`config.mk`:
```
export PLATFORM = sky130hd
export DESIGN_NAME = sorted_set_store_unit_flat
export DESIGN_NICKNAME = d
export VERILOG_FILES = /design/src/rtl/sss_pkg.sv /design/src/rtl/sss_req_if.sv /design/src/rtl/sss_rsp_if.sv /design/src/rtl/sss_cell.sv /design/src/rtl/sorted_set_store_unit.sv /design/src/flat_wrapper.sv
export SDC_FILE = /design/constraint.sdc
export NUM_CORES = 2
export LEC_CHECK = 0
export ABC_AREA = 1
export BUFFER_PORTS_ARGS = -buffer_cell sky130_fd_sc_hd__buf_2
export CAP_MARGIN = 0
export CORE_UTILIZATION = 70
export DETAILED_ROUTE_END_ITERATION = 8
export GPL_TIMING_DRIVEN = 0
export PLACE_DENSITY = 0.87
export SKIP_LAST_GASP = 1
export SLEW_MARGIN = 0
export SYNTH_ARGS = -nofsm -noshare
export SYNTH_HDL_FRONTEND = slang
export SYNTH_SLANG_ARGS = --single-unit
export TNS_END_PERCENT = 30
```
`constraint.sdc`:
```
create_clock -name clock -period 8.3 [get_ports clock]
set_input_delay 0.83 -clock clock [delete_from_list [all_inputs] [get_ports clock]]
set_output_delay 0.83 -clock clock [all_outputs]
set_load 0.02 [all_outputs]
```
`src/rtl/sss_pkg.sv`:
```
// ----------------------------------------------------------------------------
// sss_pkg
// shared types and codes for the sorted set store
// ----------------------------------------------------------------------------
package sss_pkg;

   localparam int VALUE_W  = 31;
   localparam int ITEM_W   = 32;
   localparam int COUNT_W  = 4;

   typedef enum logic [1:0] {
      REQ_ADD    = 2'd0,
      REQ_REMOVE = 2'd1,
      REQ_QUERY  = 2'd2
   } req_code_type;

   typedef enum logic [1:0] {
      ST_DONE   = 2'd0,
      ST_REJECT = 2'd1,
      ST_ABSENT = 2'd2
   } status_code_type;

   typedef enum logic {
      S_IDLE = 1'b0,
      S_EXEC = 1'b1
   } ctl_state_type;

   typedef struct packed {
      logic ins;
      logic del;
   } shift_cmd_type;

endpackage

```
`src/rtl/sss_req_if.sv`:
```
// ----------------------------------------------------------------------------
// sss_req_if
// request channel: operation code and signed key
// ----------------------------------------------------------------------------
interface sss_req_if;
   logic                              valid;
   logic                              ready;
   logic [1:0]                        req_type;
   logic signed [sss_pkg::ITEM_W-1:0] item_value;

   modport source (output valid, output req_type, output item_value, input ready);
   modport sink (input valid, input req_type, input item_value, output ready);
endinterface

```
`src/rtl/sss_rsp_if.sv`:
```
// ----------------------------------------------------------------------------
// sss_rsp_if
// response channel: status, membership flag and element count
// ----------------------------------------------------------------------------
interface sss_rsp_if;
   logic                         valid;
   logic                         ready;
   logic [1:0]                   status;
   logic                         found;
   logic [sss_pkg::COUNT_W-1:0]  count;

   modport source (output valid, output status, output found, output count, input ready);
   modport sink (input valid, input status, input found, input count, output ready);
endinterface

```
`src/rtl/sss_cell.sv`:
```
// ----------------------------------------------------------------------------
// sss_cell
// one slot of the sorted chain: holds a value, compares it with the key and
// shifts toward either neighbor on insert or delete
// ----------------------------------------------------------------------------
module sss_cell (
   input  logic                          clock,
   input  logic                          reset,
   input  logic [sss_pkg::VALUE_W-1:0]   key,
   input  logic                          cmp_en,
   input  logic                          active,
   input  sss_pkg::shift_cmd_type        cmd,
   input  logic                          left_lt,
   input  logic [sss_pkg::VALUE_W-1:0]   left_value,
   input  logic [sss_pkg::VALUE_W-1:0]   right_value,
   output logic [sss_pkg::VALUE_W-1:0]   value,
   output logic                          lt,
   output logic                          eq
);

   logic [sss_pkg::VALUE_W-1:0] value_ff, value_in;
   logic                        lt_ff, lt_in;
   logic                        eq_ff, eq_in;

   always_comb begin
      value_in = value_ff;
      lt_in    = lt_ff;
      eq_in    = eq_ff;
      if (cmp_en) begin
         lt_in = active && (value_ff < key);
         eq_in = active && (value_ff == key);
      end
      if (cmd.ins && !lt_ff) begin
         value_in = left_lt ? key : left_value;
      end else if (cmd.del && !lt_ff) begin
         value_in = right_value;
      end
   end

   always_ff @(posedge clock) begin
      value_ff <= value_in;
   end

   always_ff @(posedge clock) begin
      if (reset) begin
         lt_ff <= 1'b0;
         eq_ff <= 1'b0;
      end else begin
         lt_ff <= lt_in;
         eq_ff <= eq_in;
      end
   end

   assign value = value_ff;
   assign lt    = lt_ff;
   assign eq    = eq_ff;

endmodule

```
`src/rtl/sorted_set_store_unit.sv`:
```
// ----------------------------------------------------------------------------
// sorted_set_store_unit
// an accepted request registers its key and the cell compare results, then
//   EXEC commits the shift and loads the response once the output is free;
//   the next request is taken only in IDLE, even while a response still waits
// reset: empties the set and drops any pending response; slot contents are
//   left as they are and only slots below the count are ever looked at
// ----------------------------------------------------------------------------
module sorted_set_store_unit #(
   parameter int SET_SLOTS = 16
) (
   input  logic       clock,
   input  logic       reset,
   sss_req_if.sink    req_ch,
   sss_rsp_if.source  rsp_ch
);

   localparam int CAP = SET_SLOTS - 1;
   localparam int CW  = $clog2(SET_SLOTS);
   localparam logic [CW-1:0] CAP_CNT = CW'(CAP);

   sss_pkg::ctl_state_type      state_ff, state_in;
   sss_pkg::req_code_type       op_ff;
   logic [sss_pkg::VALUE_W-1:0] key_ff;
   logic                        neg_ff;
   logic [CW-1:0]               count_ff, count_in;

   logic                        rsp_valid_ff, rsp_valid_in;
   logic [1:0]                  status_ff;
   logic                        found_ff;
   logic [sss_pkg::COUNT_W-1:0] rsp_count_ff;

   logic                        accept;
   logic                        out_free;
   logic                        cmp_en;
   logic                        commit;
   logic [sss_pkg::VALUE_W-1:0] key_w;
   sss_pkg::shift_cmd_type      cmd;

   logic [sss_pkg::VALUE_W-1:0] cell_value [CAP];
   logic [CAP-1:0]              cell_lt;
   logic [CAP-1:0]              cell_eq;

   logic                        present;
   logic                        found_w;
   logic                        do_ins;
   logic                        do_del;
   sss_pkg::status_code_type    status_w;

   assign accept   = req_ch.valid && req_ch.ready;
   assign out_free = !rsp_valid_ff || rsp_ch.ready;

   // next state
   always_comb begin
      state_in = state_ff;
      unique case (state_ff)
         sss_pkg::S_IDLE: begin
            if (accept) state_in = sss_pkg::S_EXEC;
         end
         sss_pkg::S_EXEC: begin
            if (out_free) state_in = sss_pkg::S_IDLE;
         end
         default: state_in = sss_pkg::S_IDLE;
      endcase
   end

   // control outputs
   always_comb begin
      req_ch.ready = 1'b0;
      commit       = 1'b0;
      unique case (state_ff)
         sss_pkg::S_IDLE: req_ch.ready = 1'b1;
         sss_pkg::S_EXEC: commit = out_free;
         default: begin
            req_ch.ready = 1'b0;
            commit       = 1'b0;
         end
      endcase
   end

   assign cmp_en = accept;
   assign key_w  = accept ? req_ch.item_value[sss_pkg::VALUE_W-1:0] : key_ff;

   always_ff @(posedge clock) begin
      if (reset) begin
         state_ff <= sss_pkg::S_IDLE;
      end else begin
         state_ff <= state_in;
      end
   end

   always_ff @(posedge clock) begin
      if (accept) begin
         op_ff  <= sss_pkg::req_code_type'(req_ch.req_type);
         key_ff <= req_ch.item_value[sss_pkg::VALUE_W-1:0];
         neg_ff <= req_ch.item_value[sss_pkg::ITEM_W-1];
      end
   end

   // cell chain
   genvar gi;
   generate
      for (gi = 0; gi < CAP; gi++) begin : g_cell
         logic                        left_lt_w;
         logic [sss_pkg::VALUE_W-1:0] left_value_w;
         logic [sss_pkg::VALUE_W-1:0] right_value_w;

         if (gi == 0) begin : g_head
            assign left_lt_w    = 1'b1;
            assign left_value_w = key_w;
         end else begin : g_body
            assign left_lt_w    = cell_lt[gi-1];
            assign left_value_w = cell_value[gi-1];
         end

         if (gi == CAP - 1) begin : g_tail
            assign right_value_w = cell_value[gi];
         end else begin : g_mid
            assign right_value_w = cell_value[gi+1];
         end

         sss_cell u_cell (
            .clock       (clock),
            .reset       (reset),
            .key         (key_w),
            .cmp_en      (cmp_en),
            .active      (CW'(gi) < count_ff),
            .cmd         (cmd),
            .left_lt     (left_lt_w),
            .left_value  (left_value_w),
            .right_value (right_value_w),
            .value       (cell_value[gi]),
            .lt          (cell_lt[gi]),
            .eq          (cell_eq[gi])
         );
      end
   endgenerate

   // request decode
   always_comb begin
      present  = !neg_ff && (|cell_eq);
      found_w  = present;
      do_ins   = 1'b0;
      do_del   = 1'b0;
      status_w = sss_pkg::ST_DONE;
      unique case (op_ff)
         sss_pkg::REQ_ADD: begin
            if ((count_ff == CAP_CNT) || present || neg_ff) begin
               status_w = sss_pkg::ST_REJECT;
            end else begin
               do_ins = 1'b1;
            end
         end
         sss_pkg::REQ_REMOVE: begin
            priority if (neg_ff || (count_ff == '0)) begin
               status_w = sss_pkg::ST_REJECT;
            end else if (!present) begin
               status_w = sss_pkg::ST_ABSENT;
            end else begin
               do_del = 1'b1;
            end
         end
         sss_pkg::REQ_QUERY: status_w = sss_pkg::ST_DONE;
         default: begin
            status_w = sss_pkg::ST_REJECT;
            found_w  = 1'b0;
         end
      endcase
   end

   assign cmd.ins = commit && do_ins;
   assign cmd.del = commit && do_del;

   always_comb begin
      count_in = count_ff;
      if (cmd.ins) begin
         count_in = count_ff + CW'(1);
      end else if (cmd.del) begin
         count_in = count_ff - CW'(1);
      end
   end

   always_ff @(posedge clock) begin
      if (reset) begin
         count_ff <= '0;
      end else begin
         count_ff <= count_in;
      end
   end

   // response register
   always_comb begin
      rsp_valid_in = rsp_valid_ff;
      if (commit) begin
         rsp_valid_in = 1'b1;
      end else if (rsp_ch.ready) begin
         rsp_valid_in = 1'b0;
      end
   end

   always_ff @(posedge clock) begin
      if (reset) begin
         rsp_valid_ff <= 1'b0;
      end else begin
         rsp_valid_ff <= rsp_valid_in;
      end
   end

   always_ff @(posedge clock) begin
      if (commit) begin
         status_ff    <= status_w;
         found_ff     <= found_w;
         rsp_count_ff <= sss_pkg::COUNT_W'(count_in);
      end
   end

   assign rsp_ch.valid  = rsp_valid_ff;
   assign rsp_ch.status = status_ff;
   assign rsp_ch.found  = found_ff;
   assign rsp_ch.count  = rsp_count_ff;

endmodule

```
`src/flat_wrapper.sv`:
```
// flat-port wrapper written by rule: the top's interface ports become plain ports
module sorted_set_store_unit_flat 
#(
   parameter int SET_SLOTS = 16
)
  (clock, reset, req_ch_valid, req_ch_req_type, req_ch_item_value, req_ch_ready, rsp_ch_valid, rsp_ch_status, rsp_ch_found, rsp_ch_count, rsp_ch_ready);
  sss_req_if req_ch_i ();
  sss_rsp_if rsp_ch_i ();
  input  logic clock;
  input  logic reset;
  input wire logic [$bits(req_ch_i.valid)-1:0] req_ch_valid;
  input wire logic [$bits(req_ch_i.req_type)-1:0] req_ch_req_type;
  input wire logic [$bits(req_ch_i.item_value)-1:0] req_ch_item_value;
  output wire logic [$bits(req_ch_i.ready)-1:0] req_ch_ready;
  output wire logic [$bits(rsp_ch_i.valid)-1:0] rsp_ch_valid;
  output wire logic [$bits(rsp_ch_i.status)-1:0] rsp_ch_status;
  output wire logic [$bits(rsp_ch_i.found)-1:0] rsp_ch_found;
  output wire logic [$bits(rsp_ch_i.count)-1:0] rsp_ch_count;
  input wire logic [$bits(rsp_ch_i.ready)-1:0] rsp_ch_ready;
  assign req_ch_i.valid = req_ch_valid;
  assign req_ch_i.req_type = req_ch_req_type;
  assign req_ch_i.item_value = req_ch_item_value;
  assign req_ch_ready = req_ch_i.ready;
  assign rsp_ch_valid = rsp_ch_i.valid;
  assign rsp_ch_status = rsp_ch_i.status;
  assign rsp_ch_found = rsp_ch_i.found;
  assign rsp_ch_count = rsp_ch_i.count;
  assign rsp_ch_i.ready = rsp_ch_ready;
  sorted_set_store_unit #(.SET_SLOTS(SET_SLOTS)) u_core (.clock(clock), .reset(reset), .req_ch(req_ch_i), .rsp_ch(rsp_ch_i));
endmodule
```
==> impl_metrics.yaml <==
status:
  status: "complete, but fails checks"
  violations: "max-capacitance violations, max-slew violations"
worst_setup_path:
  slowest_delay_ns: 0.91
  critical-path-slowest-cell: "clkbuf_1"
  crit_family: "buffers and inverters"
  critical_path.startpoint_type: "flip-flop"
  path_buf_inv: 5
  arrival_ns: 6.96
  crit_fanout: 16
  required_ns: 8.88
  critical_path_class: "reg -> reg"
  critPathCaptureType: "flip-flop"
  crit_chain: "inv_2 > nand2_1 > buf_4 > clkbuf_1 > o21ai_1 > clkbuf_1 > inv_1 > ha_1 > nand2_1 > nor3_1 > nand4_1 > nor4_1 > nand4_1 > a21oi_1"
placed_design:
  dpl_cell_area_um2: 39960
  place.gp.congestion: 1.038
  dp_cells: 5429
  place_hpwl_um: 106300
  port_buffers: 46
global_routing:
  antenna_found_initial: 6
  grt_max_degree: 32
  grt_pass1_wl_um: 207500
  gr-total-overflow: 0
  grt_pass1_vias: 35160
  track_usage: 0.4942
route:
  wire_per_inst_um: 25.18
  drt_wl_total_um: 139600
  drc: 0
  ant_nets: 0
  vias_per_cell: 6.696
  drt_iter0_markers: 5263
  firstDrtPassIters: 6
  vias: 37130
clock_tree:
  post_cts_buffers: 0
  ctsRootBufferMaster: "clkbuf_16"
  clk_pin_slew_ns: 0.06
  cts-buffers-inserted: 59
  clk_latency_ns: 0.67
  clockBufferDepth: 3
  post_cts_resized: 0
  cts_sinks: 542
  htree_levels: 2
  hold_buffers: 0
  cts_tree: "done"
power:
  ir_drop_v: 0.0001803
  leakagePower_nw: 17.99
  power_mw: 7.430
  power_density_nw_per_um2: 177.4
floorplan:
  die_h_um: 237.1
  pin_count: 47
  dieArea_um2: 56220
  coreArea_um2: 54240
  die_w_um: 237.1
  rows: 85
  start_util: 0.7134
timing:
  tightest_slew_ns: 1.608
  hold_viol_final: 0
  finClkSkew_ns: 0.02451
  finalSetupViolations: 0
  rsz0062_at_grt: "false"
  period_share: 0.7688
  fin_crit_ns: 6.381
  fmax_ghz: 0.1567
  fin_tns_setup_ns: 0
  maxSlewViolCount: 3
  max_slew_margin: -0.08324
yosys:
  synth-seq-area-share: 0.4033
  yosys.cell_types.count: 44
  ys_warn_count: 0
  ys_ff_latch: 542
  synthArstFlopShare: 0
  synthFlopType: "edfxtp_1"
  synth.cell_area_um2: 38690
  syn_nets: 5115
  avgSynthCellArea_um2: 8.260
  syn-instance-count: 4684
  synth-edff-count: 475
final_layout:
  layout-drive-gt1-share: 0.1228
  area_growth_pct: 8.233
  layout_common_cells: "nand2_1, o21ai_0, edfxtp_1"
  nFillCells: 4010
  multi_input_area_um2: 20550
  nets: 5225
  fin_area_um2: 41880
  regArea_um2: 15610
  final_cells: 5545
  postLayoutCoreUtil: 0.7721
  final_common_cell: "nand2_1"
flow_run:
  cap_violations: 1
hold_path:
  hold_path.class: "in -> reg"
## routing by layer
layer  up-vias  track usage  routed length, µm
li1      16490            -                  -
met3       789       0.1458              19620
met4         4       0.3875              12780
met1     16950       0.5825              47140
met2      2894       0.7582              60080
met5         -            0                 27
## cell usage after synthesis (all sizes together) (2+ instances only)
library cell,instances,area [µm²]
a31oi,5,31.28
buf,133,994.7
nand4,85,531.8
nor3,38,201.5
clkbuf,119,446.7
nor4b,5,43.79
o221ai,8,70.07
and3,4,25.02
nand2,1449,5595
o211ai,5,37.54
nand3,165,825.8
inv,320,1201
or2,45,281.5
nor2,143,541.8
o21ai,925,5643
o21a,8,60.06
ha,393,4917
a21oi,211,1056
o21bai,15,112.6
a211oi,19,142.6
o2111ai,2,17.52
nor3b,8,60.06
nor4,22,137.6
nand3b,8,60.06
dfxtp,67,1341
edfxtp,475,14260
## where the power goes
| group | leakage [nW] | switching (mW) | internal (mW) | total (mW) |
|---|---|---|---|---|
| registers | 4.84 | 0.0358 | 3.01 | 3.04 |
| clock network | 0.940 | 1.19 | 1.49 | 2.68 |
| logic | 12.2 | 1.23 | 0.469 | 1.70 |
## flip-flops by register name (all words and copies together), names as in the netlist
name,cells
u_core.rsp_ch.valid,1
u_core.g_cell.u_cell.lt,15
u_core.rsp_ch.found,1
u_core.rsp_ch.count,4
u_core.count_ff,4
u_core.rsp_ch.status,2
u_core.key_ff,31
u_core.op_ff,2
u_core.g_cell.u_cell.eq,15
u_core.neg_ff,1
u_core.g_cell.u_cell.value,465
u_core.state_ff,1
## per-stage QoR
| step | hold slack [ns] | setup slack (ns) |
|---|---|---|
| after floorplan | 0.4444 | 4.870 |
| after global placement | 0.4537 | 2.125 |
| after detailed placement | 0.4565 | 2.145 |
| after CTS | 0.3400 | 2.628 |
| after global routing | 0.3577 | 2.199 |
| final | 0.3556 | 1.919 |
## logic make-up after synthesis
family	after synthesis	synth area share
DFF	542	0.4033
xor gates and xnor gates	1	0.0002264
buffers and inverters	573	0.06843
and+or+nand+nor	1973	0.2148
adders and majority gates	393	0.1271
AOI/OAI and AO/OA	1202	0.1862
## cell type report
class | instances | share of cell area
diodes | 4 | 0.0002390
inverters | 321 | 0.02880
clock inverters | 28 | 0.005796
clock buffers | 84 | 0.03971
multi-input cells | 3569 | 0.4908
plain buffers | 252 | 0.03442
repair buffers | 49 | 0.006812
flip-flops and latches | 542 | 0.3726
well taps | 696 | 0.02079
## final timing paths
path / startpoint / endpoint / slack (ns) / cells after the start
worst min register to register: u_core.g_cell[10].u_cell.eq$_SDFFE_PP0N_ / u_core.g_cell[10].u_cell.eq$_SDFFE_PP0N_ / 0.47 / 2
worst max register to register: u_core.state_ff$_SDFF_PP0_ / u_core.g_cell[11].u_cell.eq$_SDFFE_PP0N_ / 1.92 / 14
worst min-delay path: req_ch_req_type[0] / u_core.op_ff[0]$_DFFE_PN_ / 0.36 / 1
worst max-delay path: u_core.state_ff$_SDFF_PP0_ / u_core.g_cell[11].u_cell.eq$_SDFFE_PP0N_ / 1.92 / 14
Power figures use the tool's default switching activity.
